### config.mk
export PLATFORM = sky130hd
export DESIGN_NAME = i2c_master_byte_engine_unit_flat
export DESIGN_NICKNAME = d
export VERILOG_FILES = /design/src/rtl/i2cm_pkg.sv /design/src/rtl/i2cm_if.sv /design/src/rtl/i2cm_step.sv /design/src/rtl/i2cm_rsp_stage.sv /design/src/rtl/i2c_master_byte_engine_unit.sv /design/src/flat_wrapper.sv
export SDC_FILE = /design/constraint.sdc
export NUM_CORES = 1
export LEC_CHECK = 0
export BUFFER_PORTS_ARGS = -buffer_cell sky130_fd_sc_hd__buf_2
export CORE_ASPECT_RATIO = 0.6
export CORE_MARGIN = 2
export CORE_UTILIZATION = 56
export CTS_CLUSTER_SIZE = 25
export DETAILED_ROUTE_END_ITERATION = 7
export PLACE_DENSITY = 0.76
export SYNTH_ARGS = -nofsm -noshare
export SYNTH_HDL_FRONTEND = slang
export SYNTH_HIERARCHICAL = 1
export SYNTH_SLANG_ARGS = --single-unit
### constraint.sdc
create_clock -name clock -period 3 [get_ports clock]
set_input_delay 0.45 -clock clock [delete_from_list [all_inputs] [get_ports clock]]
set_output_delay 0.45 -clock clock [all_outputs]
set_load 0.1 [all_outputs]
### src/rtl/i2cm_pkg.sv
// Shared types, phase codes and command codes of the I2C master byte engine.
package i2cm_pkg;

   localparam int UnitW  = 12;
   localparam int WaitW  = 14;
   localparam int PhaseW = 4;
   localparam int CountW = 4;

   localparam logic [2:0] CMD_TICK  = 3'd0;
   localparam logic [2:0] CMD_START = 3'd1;
   localparam logic [2:0] CMD_STOP  = 3'd2;
   localparam logic [2:0] CMD_SEND  = 3'd3;
   localparam logic [2:0] CMD_RECV  = 3'd4;
   localparam logic [2:0] CMD_ACKC  = 3'd5;
   localparam logic [2:0] CMD_ACKS  = 3'd6;
   localparam logic [2:0] CMD_NACK  = 3'd7;

   localparam logic [PhaseW-1:0] PH_IDLE    = 4'd0;
   localparam logic [PhaseW-1:0] PH_START_A = 4'd1;
   localparam logic [PhaseW-1:0] PH_START_B = 4'd2;
   localparam logic [PhaseW-1:0] PH_STOP_A  = 4'd3;
   localparam logic [PhaseW-1:0] PH_SEND_HI = 4'd4;
   localparam logic [PhaseW-1:0] PH_SEND_LO = 4'd5;
   localparam logic [PhaseW-1:0] PH_RCV_LO  = 4'd6;
   localparam logic [PhaseW-1:0] PH_RCV_HI  = 4'd7;
   localparam logic [PhaseW-1:0] PH_ACKC_HI = 4'd8;
   localparam logic [PhaseW-1:0] PH_ACKS_LO = 4'd9;
   localparam logic [PhaseW-1:0] PH_ACKS_HI = 4'd10;
   localparam logic [PhaseW-1:0] PH_NACK_HI = 4'd11;
   localparam logic [PhaseW-1:0] PH_NACK_LO = 4'd12;

   localparam logic [CountW-1:0] BITS_PER_BYTE = 4'd8;

   typedef struct packed {
      logic [PhaseW-1:0] phase;
      logic [CountW-1:0] bit_count;
      logic [7:0]        shift_reg;
      logic [WaitW-1:0]  wait_count;
      logic              scl_drive;
      logic              scl_level;
      logic              sda_drive;
      logic              sda_level;
      logic [7:0]        rx_hold;
      logic              ack_hold;
   } engine_state_type;

   typedef struct packed {
      logic       scl_drive;
      logic       scl_level;
      logic       sda_drive;
      logic       sda_level;
      logic       busy_res;
      logic       done_res;
      logic [7:0] rx_byte;
      logic       ack_bit;
      logic       cmd_rejected;
   } rsp_word_type;

endpackage

### src/rtl/i2cm_if.sv
// Channel interfaces: command word in, result word out, and the unit_ticks write port.
interface i2cm_req_if;
   import i2cm_pkg::*;
   logic       valid;
   logic       ready;
   logic [2:0] cmd;
   logic [7:0] tx_byte;
   logic       sda_in;
   modport source (output valid, cmd, tx_byte, sda_in, input ready);
   modport sink   (input valid, cmd, tx_byte, sda_in, output ready);
endinterface

interface i2cm_rsp_if;
   import i2cm_pkg::*;
   logic       valid;
   logic       ready;
   logic       scl_drive;
   logic       scl_level;
   logic       sda_drive;
   logic       sda_level;
   logic       busy_res;
   logic       done_res;
   logic [7:0] rx_byte;
   logic       ack_bit;
   logic       cmd_rejected;
   modport source (output valid, scl_drive, scl_level, sda_drive, sda_level, busy_res,
                   done_res, rx_byte, ack_bit, cmd_rejected, input ready);
   modport sink   (input valid, scl_drive, scl_level, sda_drive, sda_level, busy_res,
                   done_res, rx_byte, ack_bit, cmd_rejected, output ready);
endinterface

interface i2cm_csr_if;
   import i2cm_pkg::*;
   logic             valid;
   logic             ready;
   logic [UnitW-1:0] unit_ticks;
   modport source (output valid, unit_ticks, input ready);
   modport sink   (input valid, unit_ticks, output ready);
endinterface

### src/rtl/i2cm_step.sv
// Next-state and result logic for one command or tick word.
module i2cm_step (
   input  i2cm_pkg::engine_state_type    cur,
   input  logic [2:0]                    cmd,
   input  logic [7:0]                    tx_byte,
   input  logic                          sda_in,
   input  logic [i2cm_pkg::UnitW-1:0]    unit_ticks,
   output i2cm_pkg::engine_state_type    nxt,
   output i2cm_pkg::rsp_word_type        rsp
);
   import i2cm_pkg::*;

   logic [UnitW-1:0]  unit_eff;
   logic [WaitW-1:0]  wait1, wait2, wait3, wait4;
   logic [CountW-1:0] bit_dec;
   logic [7:0]        rx_shift;
   logic              done;
   logic              rejected;

   // A unit of zero ticks behaves as one tick.
   assign unit_eff = (unit_ticks == '0) ? UnitW'(1) : unit_ticks;
   assign wait1    = WaitW'(unit_eff);
   assign wait2    = WaitW'(unit_eff) << 1;
   assign wait4    = WaitW'(unit_eff) << 2;
   assign wait3    = wait1 + wait2;
   assign bit_dec  = cur.bit_count - CountW'(1);
   assign rx_shift = {cur.shift_reg[6:0], sda_in};

   always_comb begin
      nxt      = cur;
      done     = 1'b0;
      rejected = 1'b0;
      if (cur.phase != PH_IDLE) begin
         if (cmd != CMD_TICK) begin
            rejected = 1'b1;
         end else if (cur.wait_count > WaitW'(1)) begin
            nxt.wait_count = cur.wait_count - WaitW'(1);
         end else begin
            // Ending action of the current phase; finishing arms go back to idle.
            done           = 1'b1;
            nxt.phase      = PH_IDLE;
            nxt.wait_count = '0;
            unique case (cur.phase)
               PH_START_A: begin
                  nxt.sda_level  = 1'b0;
                  nxt.phase      = PH_START_B;
                  nxt.wait_count = wait2;
                  done           = 1'b0;
               end
               PH_START_B: begin
                  nxt.scl_level = 1'b0;
               end
               PH_STOP_A: begin
                  nxt.sda_drive = 1'b0;
                  nxt.scl_drive = 1'b0;
               end
               PH_SEND_HI: begin
                  nxt.scl_level  = 1'b0;
                  nxt.phase      = PH_SEND_LO;
                  nxt.wait_count = wait3;
                  done           = 1'b0;
               end
               PH_SEND_LO: begin
                  nxt.bit_count = bit_dec;
                  if (bit_dec != '0) begin
                     nxt.sda_level  = cur.shift_reg[7];
                     nxt.shift_reg  = {cur.shift_reg[6:0], 1'b0};
                     nxt.scl_level  = 1'b1;
                     nxt.phase      = PH_SEND_HI;
                     nxt.wait_count = wait4;
                     done           = 1'b0;
                  end else begin
                     nxt.sda_drive = 1'b0;
                  end
               end
               PH_RCV_LO: begin
                  nxt.scl_level  = 1'b1;
                  nxt.phase      = PH_RCV_HI;
                  nxt.wait_count = WaitW'(1);
                  done           = 1'b0;
               end
               PH_RCV_HI: begin
                  nxt.shift_reg = rx_shift;
                  nxt.scl_level = 1'b0;
                  nxt.bit_count = bit_dec;
                  if (bit_dec != '0) begin
                     nxt.phase      = PH_RCV_LO;
                     nxt.wait_count = wait1;
                     done           = 1'b0;
                  end else begin
                     nxt.rx_hold = rx_shift;
                  end
               end
               PH_ACKC_HI: begin
                  nxt.ack_hold  = sda_in;
                  nxt.scl_level = 1'b0;
               end
               PH_ACKS_LO: begin
                  nxt.scl_level  = 1'b1;
                  nxt.phase      = PH_ACKS_HI;
                  nxt.wait_count = wait2;
                  done           = 1'b0;
               end
               PH_ACKS_HI: begin
                  nxt.scl_level = 1'b0;
                  nxt.sda_drive = 1'b0;
               end
               PH_NACK_HI: begin
                  nxt.scl_level  = 1'b0;
                  nxt.phase      = PH_NACK_LO;
                  nxt.wait_count = wait1;
                  done           = 1'b0;
               end
               PH_NACK_LO: begin
                  nxt.sda_drive = 1'b0;
               end
               default: begin
               end
            endcase
         end
      end else begin
         unique case (cmd)
            CMD_START: begin
               nxt.sda_drive  = 1'b1;
               nxt.sda_level  = 1'b1;
               nxt.scl_drive  = 1'b1;
               nxt.scl_level  = 1'b1;
               nxt.phase      = PH_START_A;
               nxt.wait_count = wait2;
            end
            CMD_STOP: begin
               nxt.sda_drive  = 1'b1;
               nxt.sda_level  = 1'b0;
               nxt.scl_drive  = 1'b1;
               nxt.scl_level  = 1'b1;
               nxt.phase      = PH_STOP_A;
               nxt.wait_count = wait2;
            end
            CMD_SEND: begin
               // The first bit goes out at once; the rest follow each low phase.
               nxt.sda_drive  = 1'b1;
               nxt.scl_drive  = 1'b1;
               nxt.sda_level  = tx_byte[7];
               nxt.shift_reg  = {tx_byte[6:0], 1'b0};
               nxt.bit_count  = BITS_PER_BYTE;
               nxt.scl_level  = 1'b1;
               nxt.phase      = PH_SEND_HI;
               nxt.wait_count = wait4;
            end
            CMD_RECV: begin
               nxt.sda_drive  = 1'b0;
               nxt.scl_drive  = 1'b1;
               nxt.bit_count  = BITS_PER_BYTE;
               nxt.phase      = PH_RCV_LO;
               nxt.wait_count = wait1;
            end
            CMD_ACKC: begin
               nxt.sda_drive  = 1'b0;
               nxt.scl_drive  = 1'b1;
               nxt.scl_level  = 1'b1;
               nxt.phase      = PH_ACKC_HI;
               nxt.wait_count = wait1;
            end
            CMD_ACKS: begin
               nxt.sda_drive  = 1'b1;
               nxt.sda_level  = 1'b0;
               nxt.scl_drive  = 1'b1;
               nxt.phase      = PH_ACKS_LO;
               nxt.wait_count = wait1;
            end
            CMD_NACK: begin
               nxt.sda_drive  = 1'b1;
               nxt.sda_level  = 1'b1;
               nxt.scl_drive  = 1'b1;
               nxt.scl_level  = 1'b1;
               nxt.phase      = PH_NACK_HI;
               nxt.wait_count = wait1;
            end
            CMD_TICK: begin
            end
            default: begin
            end
         endcase
      end
   end

   always_comb begin
      rsp.scl_drive    = nxt.scl_drive;
      rsp.scl_level    = nxt.scl_level;
      rsp.sda_drive    = nxt.sda_drive;
      rsp.sda_level    = nxt.sda_level;
      rsp.busy_res     = (nxt.phase != PH_IDLE);
      rsp.done_res     = done;
      rsp.rx_byte      = nxt.rx_hold;
      rsp.ack_bit      = nxt.ack_hold;
      rsp.cmd_rejected = rejected;
   end

endmodule

### src/rtl/i2cm_rsp_stage.sv
// Result register: holds one result word until the sink takes it.
module i2cm_rsp_stage (
   input  logic                   clock,
   input  logic                   reset,
   input  logic                   load,
   input  i2cm_pkg::rsp_word_type word_in,
   output logic                   can_load,
   i2cm_rsp_if.source             rsp_ch
);
   import i2cm_pkg::*;

   logic         valid_ff;
   logic         valid_in;
   rsp_word_type word_ff;

   // A new word may enter when the register is empty or is drained this cycle.
   assign can_load = !valid_ff || rsp_ch.ready;
   assign valid_in = load || (valid_ff && !rsp_ch.ready);

   always_ff @(posedge clock) begin
      if (reset) begin
         valid_ff <= 1'b0;
      end else begin
         valid_ff <= valid_in;
      end
   end

   always_ff @(posedge clock) begin
      if (load) begin
         word_ff <= word_in;
      end
   end

   assign rsp_ch.valid        = valid_ff;
   assign rsp_ch.scl_drive    = word_ff.scl_drive;
   assign rsp_ch.scl_level    = word_ff.scl_level;
   assign rsp_ch.sda_drive    = word_ff.sda_drive;
   assign rsp_ch.sda_level    = word_ff.sda_level;
   assign rsp_ch.busy_res     = word_ff.busy_res;
   assign rsp_ch.done_res     = word_ff.done_res;
   assign rsp_ch.rx_byte      = word_ff.rx_byte;
   assign rsp_ch.ack_bit      = word_ff.ack_bit;
   assign rsp_ch.cmd_rejected = word_ff.cmd_rejected;

endmodule

### src/rtl/i2c_master_byte_engine_unit.sv
// Top level of the I2C master byte engine: engine state, unit register, result stage.
//
//   channel   dir   contents
//   req_ch    in    cmd, tx_byte, sda_in
//   rsp_ch    out   pin drives and levels, busy, done, rx_byte, ack_bit, cmd_rejected
//   csr_ch    in    unit_ticks
//
// Every accepted word updates the engine state and puts one result word in the result
// register at the same clock edge, so one word is taken per clock.
// The rate is set by the single result register: a word is taken whenever that
// register is empty or is being drained. A stall on rsp_ch holds req_ch off.
// Synchronous reset releases both lines (latched levels high) and sets unit_ticks to 1.
module i2c_master_byte_engine_unit (
   input  logic       clock,
   input  logic       reset,
   i2cm_req_if.sink   req_ch,
   i2cm_rsp_if.source rsp_ch,
   i2cm_csr_if.sink   csr_ch
);
   import i2cm_pkg::*;

   engine_state_type state_ff;
   engine_state_type state_in;
   rsp_word_type     rsp_word;
   logic [UnitW-1:0] unit_ff;
   logic             can_load;
   logic             req_fire;

   assign req_ch.ready = can_load;
   assign req_fire     = req_ch.valid && can_load;
   assign csr_ch.ready = 1'b1;

   i2cm_step u_step (
      .cur        (state_ff),
      .cmd        (req_ch.cmd),
      .tx_byte    (req_ch.tx_byte),
      .sda_in     (req_ch.sda_in),
      .unit_ticks (unit_ff),
      .nxt        (state_in),
      .rsp        (rsp_word)
   );

   always_ff @(posedge clock) begin
      if (reset) begin
         unit_ff <= UnitW'(1);
      end else if (csr_ch.valid) begin
         unit_ff <= csr_ch.unit_ticks;
      end
   end

   always_ff @(posedge clock) begin
      if (reset) begin
         state_ff.phase      <= PH_IDLE;
         state_ff.bit_count  <= '0;
         state_ff.shift_reg  <= '0;
         state_ff.wait_count <= '0;
         state_ff.scl_drive  <= 1'b0;
         state_ff.scl_level  <= 1'b1;
         state_ff.sda_drive  <= 1'b0;
         state_ff.sda_level  <= 1'b1;
         state_ff.rx_hold    <= '0;
         state_ff.ack_hold   <= 1'b1;
      end else if (req_fire) begin
         state_ff <= state_in;
      end
   end

   i2cm_rsp_stage u_rsp_stage (
      .clock    (clock),
      .reset    (reset),
      .load     (req_fire),
      .word_in  (rsp_word),
      .can_load (can_load),
      .rsp_ch   (rsp_ch)
   );

endmodule
### src/flat_wrapper.sv
// flat-port wrapper written by rule: the top's interface ports become plain ports
module i2c_master_byte_engine_unit_flat import i2cm_pkg::*;
  (clock, reset, req_ch_valid, req_ch_cmd, req_ch_tx_byte, req_ch_sda_in, req_ch_ready, rsp_ch_valid, rsp_ch_scl_drive, rsp_ch_scl_level, rsp_ch_sda_drive, rsp_ch_sda_level, rsp_ch_busy_res, rsp_ch_done_res, rsp_ch_rx_byte, rsp_ch_ack_bit, rsp_ch_cmd_rejected, rsp_ch_ready, csr_ch_valid, csr_ch_unit_ticks, csr_ch_ready);
  i2cm_req_if req_ch_i ();
  i2cm_rsp_if rsp_ch_i ();
  i2cm_csr_if csr_ch_i ();
  input  logic clock;
  input  logic reset;
  input wire logic [$bits(req_ch_i.valid)-1:0] req_ch_valid;
  input wire logic [$bits(req_ch_i.cmd)-1:0] req_ch_cmd;
  input wire logic [$bits(req_ch_i.tx_byte)-1:0] req_ch_tx_byte;
  input wire logic [$bits(req_ch_i.sda_in)-1:0] req_ch_sda_in;
  output wire logic [$bits(req_ch_i.ready)-1:0] req_ch_ready;
  output wire logic [$bits(rsp_ch_i.valid)-1:0] rsp_ch_valid;
  output wire logic [$bits(rsp_ch_i.scl_drive)-1:0] rsp_ch_scl_drive;
  output wire logic [$bits(rsp_ch_i.scl_level)-1:0] rsp_ch_scl_level;
  output wire logic [$bits(rsp_ch_i.sda_drive)-1:0] rsp_ch_sda_drive;
  output wire logic [$bits(rsp_ch_i.sda_level)-1:0] rsp_ch_sda_level;
  output wire logic [$bits(rsp_ch_i.busy_res)-1:0] rsp_ch_busy_res;
  output wire logic [$bits(rsp_ch_i.done_res)-1:0] rsp_ch_done_res;
  output wire logic [$bits(rsp_ch_i.rx_byte)-1:0] rsp_ch_rx_byte;
  output wire logic [$bits(rsp_ch_i.ack_bit)-1:0] rsp_ch_ack_bit;
  output wire logic [$bits(rsp_ch_i.cmd_rejected)-1:0] rsp_ch_cmd_rejected;
  input wire logic [$bits(rsp_ch_i.ready)-1:0] rsp_ch_ready;
  input wire logic [$bits(csr_ch_i.valid)-1:0] csr_ch_valid;
  input wire logic [$bits(csr_ch_i.unit_ticks)-1:0] csr_ch_unit_ticks;
  output wire logic [$bits(csr_ch_i.ready)-1:0] csr_ch_ready;
  assign req_ch_i.valid = req_ch_valid;
  assign req_ch_i.cmd = req_ch_cmd;
  assign req_ch_i.tx_byte = req_ch_tx_byte;
  assign req_ch_i.sda_in = req_ch_sda_in;
  assign req_ch_ready = req_ch_i.ready;
  assign rsp_ch_valid = rsp_ch_i.valid;
  assign rsp_ch_scl_drive = rsp_ch_i.scl_drive;
  assign rsp_ch_scl_level = rsp_ch_i.scl_level;
  assign rsp_ch_sda_drive = rsp_ch_i.sda_drive;
  assign rsp_ch_sda_level = rsp_ch_i.sda_level;
  assign rsp_ch_busy_res = rsp_ch_i.busy_res;
  assign rsp_ch_done_res = rsp_ch_i.done_res;
  assign rsp_ch_rx_byte = rsp_ch_i.rx_byte;
  assign rsp_ch_ack_bit = rsp_ch_i.ack_bit;
  assign rsp_ch_cmd_rejected = rsp_ch_i.cmd_rejected;
  assign rsp_ch_i.ready = rsp_ch_ready;
  assign csr_ch_i.valid = csr_ch_valid;
  assign csr_ch_i.unit_ticks = csr_ch_unit_ticks;
  assign csr_ch_ready = csr_ch_i.ready;
  i2c_master_byte_engine_unit u_core (.clock(clock), .reset(reset), .req_ch(req_ch_i), .rsp_ch(rsp_ch_i), .csr_ch(csr_ch_i));
endmodule
# Word-level counts from Yosys, hierarchy flattened
# Cells that the tools add are included.
[totals]
reg_bits = 72
out_inout_bits = 19
[classes]
n_addsub = 3
magnitude_cmp = 1
n_eq_ne = 23
n_mux = 34
bitwise = 1
reduce_logical = 32
[op_table]
columns = ["cell", "count"]
rows = [
  ["14-bit case mux with 6 select lines", 1],
  ["4-bit case mux with 7 select lines", 2],
  ["15-bit case mux with 3 select lines", 1],
  ["43-bit two-way mux", 1],
  ["34-bit two-way mux", 1],
  ["12-bit two-way mux", 2],
  ["8-bit two-way mux", 3],
  ["12-bit case mux with 2 select lines", 1],
  ["22-bit two-way mux", 1],
  ["4-bit equality test (second input constant)", 5],
  ["4-bit by 3-bit equality test with 1-bit output (second input constant)", 4],
  ["16-bit two-way mux", 1],
  ["4-bit nonzero test", 4],
  ["2-bit OR reduction", 8],
  ["5-bit OR reduction", 3],
  ["12-bit by 13-bit adder with 14-bit output", 1],
  ["14-bit by 1-bit greater-than comparator with 1-bit output (second input constant)", 1],
  ["14-bit two-way mux", 1],
  ["14-bit by 1-bit subtractor with 14-bit output (second input constant)", 1],
  ["13-bit two-way mux", 1],
  ["3-bit equality test (second input constant)", 4],
  ["12-bit zero test", 1],
  ["9-bit two-way mux", 1],
  ["4-bit by 2-bit equality test with 1-bit output (second input constant)", 2],
  ["other kinds (24)", 43],
]

# Depth between registers and ports, before layout
[depth]
depth_word = 8
depth_mapped = 16

# Modules after synthesis
# The synthesis kept the hierarchy.
[by_module_without_submodules]
columns = ["module", "instances", "cells_per_inst", "area_per_inst_um2", "seq_area_each_um2"]
rows = [
  ["i2cm_step", 1, 510, 3314.4, 0.0],
  ["i2c_master_byte_engine_unit", 1, 234, 2357.3, 1101.1],
  ["i2cm_rsp_stage", 1, 20, 526.8, 500.5],
]

# Worst setup path after synthesis
# Ideal clock, no wire load.
[synth_path]
path_type = "register to register"
startpoint = "register u_core.unit_ff[8]"
endpoint = "register u_core/state_ff[23] (netlist bit)"
arrival_ns = 3.059
required_ns = 2.875
slack_ns = -0.184
stages_incl_launch_ff = 17
path_buffers = 2
cell_sequence = "dfxtp_1 > clkbuf_1 > inv_1 > ha_1 > nand2_1 > nor3_2 > clkbuf_1 > nor2_1 > ha_1 > nand4_1 > a211oi_1 > o32ai_1 > xnor2_1 > nand2_1 > or3b_1 > nand3_1 > a21oi_2"
[synth_lines]
columns = ["element", "line", "source"]
rows = [
  ["from (decl)", "i2c_master_byte_engine_unit.sv:25", "logic [UnitW-1:0] unit_ff;"],
  ["from (signal assigned)", "i2c_master_byte_engine_unit.sv:45", "unit_ff <= UnitW'(1);"],
  ["from (signal assigned)", "i2c_master_byte_engine_unit.sv:47", "unit_ff <= csr_ch.unit_ticks;"],
  ["to (signal assigned)", "i2c_master_byte_engine_unit.sv:64", "state_ff <= state_in;"],
  ["to (decl)", "i2c_master_byte_engine_unit.sv:22", "engine_state_type state_ff;"],
]

==> results_dict.tcl <==
set metrics [dict create \
    grt_pass1_vias 6374 \
    drt_first_pass_iters 8 \
    ant_nets 0 \
    area_growth_pct 20.4 \
    setup_viol 0 \
    portBuffers 46 \
    worst-setup-path-type "reg -> reg" \
    rrSetupSlack_ns 0.02 \
    gp_congestion 0.992 \
    wl_um 23000 \
    grt_max_degree 70 \
    cp-endpoint "u_core/state_ff[23]$_SDFFE_PP0P_" \
    hold_slack_ns 0.331 \
    clk_pin_slew_worst_paths_ns 0.07 \
    vias_per_cell 6.97 \
    holdBufCountCts 0 \
    slew-limit-headroom 0.336 \
    rsz0062_at_grt "yes" \
    place_ws_ns -0.149 \
    diodes 0 \
    wl_per_cell_um 23.3 \
    dieHeight_um 85.5 \
    grtUsageTotal 0.385 \
    seq_area_um2 1610 \
    cts_tree "yes" \
    antenna_found_initial 0 \
    setup_ws_ns 0.0172 \
    hpwl_um 16600 \
    clock.fmax_ghz 0.335 \
    synth_edf_count 16 \
    status "finished clean" \
    synth_nets 814 \
    crit_chain "inv_2, ha_4, nand4b_1, nor3_4, buf_6, nor2_4, ha_1, nand4_1, a211oi_4, o32ai_2, xnor2_1, nand2_1, or3b_1, nand3_2, a21oi_2" \
    hold_violations 0 \
    clk_latency_ns 0.35 \
    slowest_stage "or3b_1" \
    fillers 849 \
    synth_ff_type "dfxtp_1" \
    crit_required_ns 3.19 \
    final_layout_size_suffix_gt1_frac 0.319 \
    rows 29 \
    yosysSeqAreaShare 0.258 \
    max_stage_delay_ns 0.37 \
    leakagePower_nw 2.94 \
    yosys_warnings 6 \
    die_w_um 140 \
    rr_endpoint "u_core/state_ff[23]$_SDFFE_PP0P_" \
    grt_pass1_wl_um 35800 \
    multiInputGateArea_um2 4290 \
    core_um2 10700 \
    crit_family "simple AND/OR/NAND/NOR gates" \
    timing.final.max_slew_violations 0 \
    io_pins 48 \
    gr-total-overflow 0 \
    async_flop_share 0 \
    final_nets 892 \
    crit_path_start_kind "flip-flop" \
    cts_buffer_depth 2 \
    cp_data_arrival_time_ns 3.17 \
    worstRegToRegCells 15 \
    fin_skew_ns 0.0110 \
    ys_types 80 \
    powerDensity_nw_per_um2 526 \
    timing.final.crit_share 0.994 \
    worstMarginPinSlew_ns 0.996 \
    start_util 0.581 \
    drv_cap 0 \
    critPathBufInv 2 \
    finalCriticalPeriod_ns 2.98 \
    ys_ff_latch 72 \
    ir_drop_mv 0.411 \
    endpoint_kind "flip-flop" \
    hold_path.class "in -> reg" \
    cp.depth 15 \
    num_vias 6868 \
    timing.rr.start "u_core/unit_ff[2]$_SDFFE_PP0P_" \
    cp_max_fo 6 \
    syn_area_um2 6200 \
    startpoint "u_core/unit_ff[2]$_SDFFE_PP0P_" \
    h-tree-depth 3 \
    clock_sinks 72 \
    syn_inst 764 \
    root_buffer "clkbuf_16" \
    syn_avg_cell_area_um2 8.11 \
    cts_buffers 9 \
    finalPower_mw 3.93 \
    drc 0 \
    die_area_um2 12000 \
    initialDrtViolationCount 999 \
]
==> synth_stat cells (all sizes together) (6+ instances only) <==
cell,number,area [µm²]
o211ai,12,90.1
a22o,7,61.3
nand3,60,300
or3,7,43.8
a221oi,8,70.1
nor2,57,224
a21oi,83,494
edfxtp,16,480
inv,26,97.6
o21ai,30,150
buf,47,305
nand2,41,156
nor2b,11,68.8
dfxtp,56,1120
a221o,6,60.1
mux2i,17,170
nor4,9,92.6
ha,20,250
nor3,24,135
nand2b,6,45.0
a21bo,40,400
a211o,13,114
xnor2,12,105
a211oi,12,90.1
a22oi,7,52.6
clkbuf,24,90.1
mux2,9,101
nand4,10,77.6
a21o,13,97.6
==> worst reg2reg max path, cell delays in order, from the launching register on <==
cell	delay [ns]
dfxtp_2	0.33
inv_2	0.08
ha_4	0.14
nand4b_1	0.18
nor3_4	0.20
buf_6	0.17
nor2_4	0.06
ha_1	0.26
nand4_1	0.20
a211oi_4	0.34
o32ai_2	0.12
xnor2_1	0.16
nand2_1	0.08
or3b_1	0.37
nand3_2	0.08
a21oi_2	0.05
==> placed cells by master (no fill, tap or decap), types with 16 or more instances in the layout <==
| master | synthesis | final |
|---|---|---|
| nor2_1 | 55 | 49 |
| dfxtp_1 | 56 | 48 |
| inv_1 | 26 | 18 |
| a21oi_1 | 62 | 57 |
| nor3_1 | 21 | 21 |
| buf_2 | 19 | 46 |
| mux2i_1 | 17 | 17 |
| nand3_1 | 60 | 58 |
| a21oi_2 | 21 | 25 |
| nand2_1 | 40 | 39 |
| o21ai_0 | 30 | 28 |
| a21bo_1 | 20 | 20 |
| a21bo_2 | 20 | 20 |
| edfxtp_1 | 16 | 16 |
| buf_4 | 20 | 90 |
==> report_power, final <==
| group | internal, mW | total, mW | switching (mW) |
|---|---|---|---|
| clock network | 0.819 | 1.28 | 0.457 |
| registers | 1.06 | 1.12 | 0.0616 |
| logic | 0.530 | 1.53 | 0.997 |
==> kinds of logic (layout without fill, tap and decap cells) <==
family,after synthesis,count (layout),synth area share
compound gates,279,279,0.335
simple gates,253,253,0.218
buf+inv,98,181,0.0801
flops,72,72,0.258
mux,26,26,0.0438
fa+ha+maj,21,21,0.0436
xor+xnor,14,14,0.0198
other cells,1,1,0.000605
==> how the worst min path moves through the flow <==
stage | startpoint | to | slack, ns | cells past startpoint
final | csr_ch_unit_ticks[0] | u_core/unit_ff[0]$_SDFFE_PP1P_ | 0.33 | 2
after CTS | csr_ch_unit_ticks[0] | u_core/unit_ff[0]$_SDFFE_PP1P_ | 0.32 | 2
after floorplan | u_core/state_ff[0]$_SDFFE_PP1P_ | u_core/state_ff[0]$_SDFFE_PP1P_ | 0.43 | 1
after global routing | csr_ch_unit_ticks[0] | u_core/unit_ff[0]$_SDFFE_PP1P_ | 0.33 | 2
after global placement | u_core/state_ff[0]$_SDFFE_PP1P_ | u_core/state_ff[0]$_SDFFE_PP1P_ | 0.44 | 1
after detailed placement | u_core/state_ff[0]$_SDFFE_PP1P_ | u_core/state_ff[0]$_SDFFE_PP1P_ | 0.45 | 1
==> registers in the layout, indices dropped and copies added, names as in the netlist <==
name,count
u_core/u_rsp_stage/rsp_ch.valid,1
u_core/u_rsp_stage/rsp_ch.sda_level,1
u_core/u_rsp_stage/rsp_ch.cmd_rejected,1
u_core/u_rsp_stage/rsp_ch.busy_res,1
u_core/u_rsp_stage/rsp_ch.rx_byte,8
u_core/unit_ff,12
u_core/state_ff,43
u_core/u_rsp_stage/rsp_ch.scl_drive,1
u_core/u_rsp_stage/rsp_ch.scl_level,1
u_core/u_rsp_stage/rsp_ch.sda_drive,1
u_core/u_rsp_stage/rsp_ch.ack_bit,1
u_core/u_rsp_stage/rsp_ch.done_res,1
==> layer usage <==
metal  wire length (µm)  GRT usage
met2               8970      0.520
met1              10100      0.568
met5                  0          0
met3               3520      0.159
met4                431     0.0855
==> what timing repair did <==
action / CTS / global route
pin swaps: 9 / 20
setup buffers: 3 / 9
gates resized for setup: 14 / 47
setup endpoints to repair: 11 / 12
==> per-stage QoR <==
| stage | instance area (µm²) | std cells | TNS (ns) | util |
|---|---|---|---|---|
| floorplan | 6220 | 764 | -0.00372 | - |
| global placement | 6840 | 959 | -0.000639 | 0.641 |
| detailed placement | 6840 | 959 | -0.438 | 0.641 |
| CTS | 7240 | 978 | -0.128 | 0.679 |
| global route | 7460 | 986 | -0.440 | 0.700 |
| finish | 7460 | 986 | 0 | 0.700 |
==> area by class of cell <==
cell class                 instances  share of cell area
sequential                        72               0.216
clock inverter                     6              0.0154
tap                              139              0.0233
inverter                          27              0.0139
clock buffer                      10              0.0307
timing repair buffer             138               0.126
multi-input combinational        594               0.575
Power figures use the tool's default switching activity.
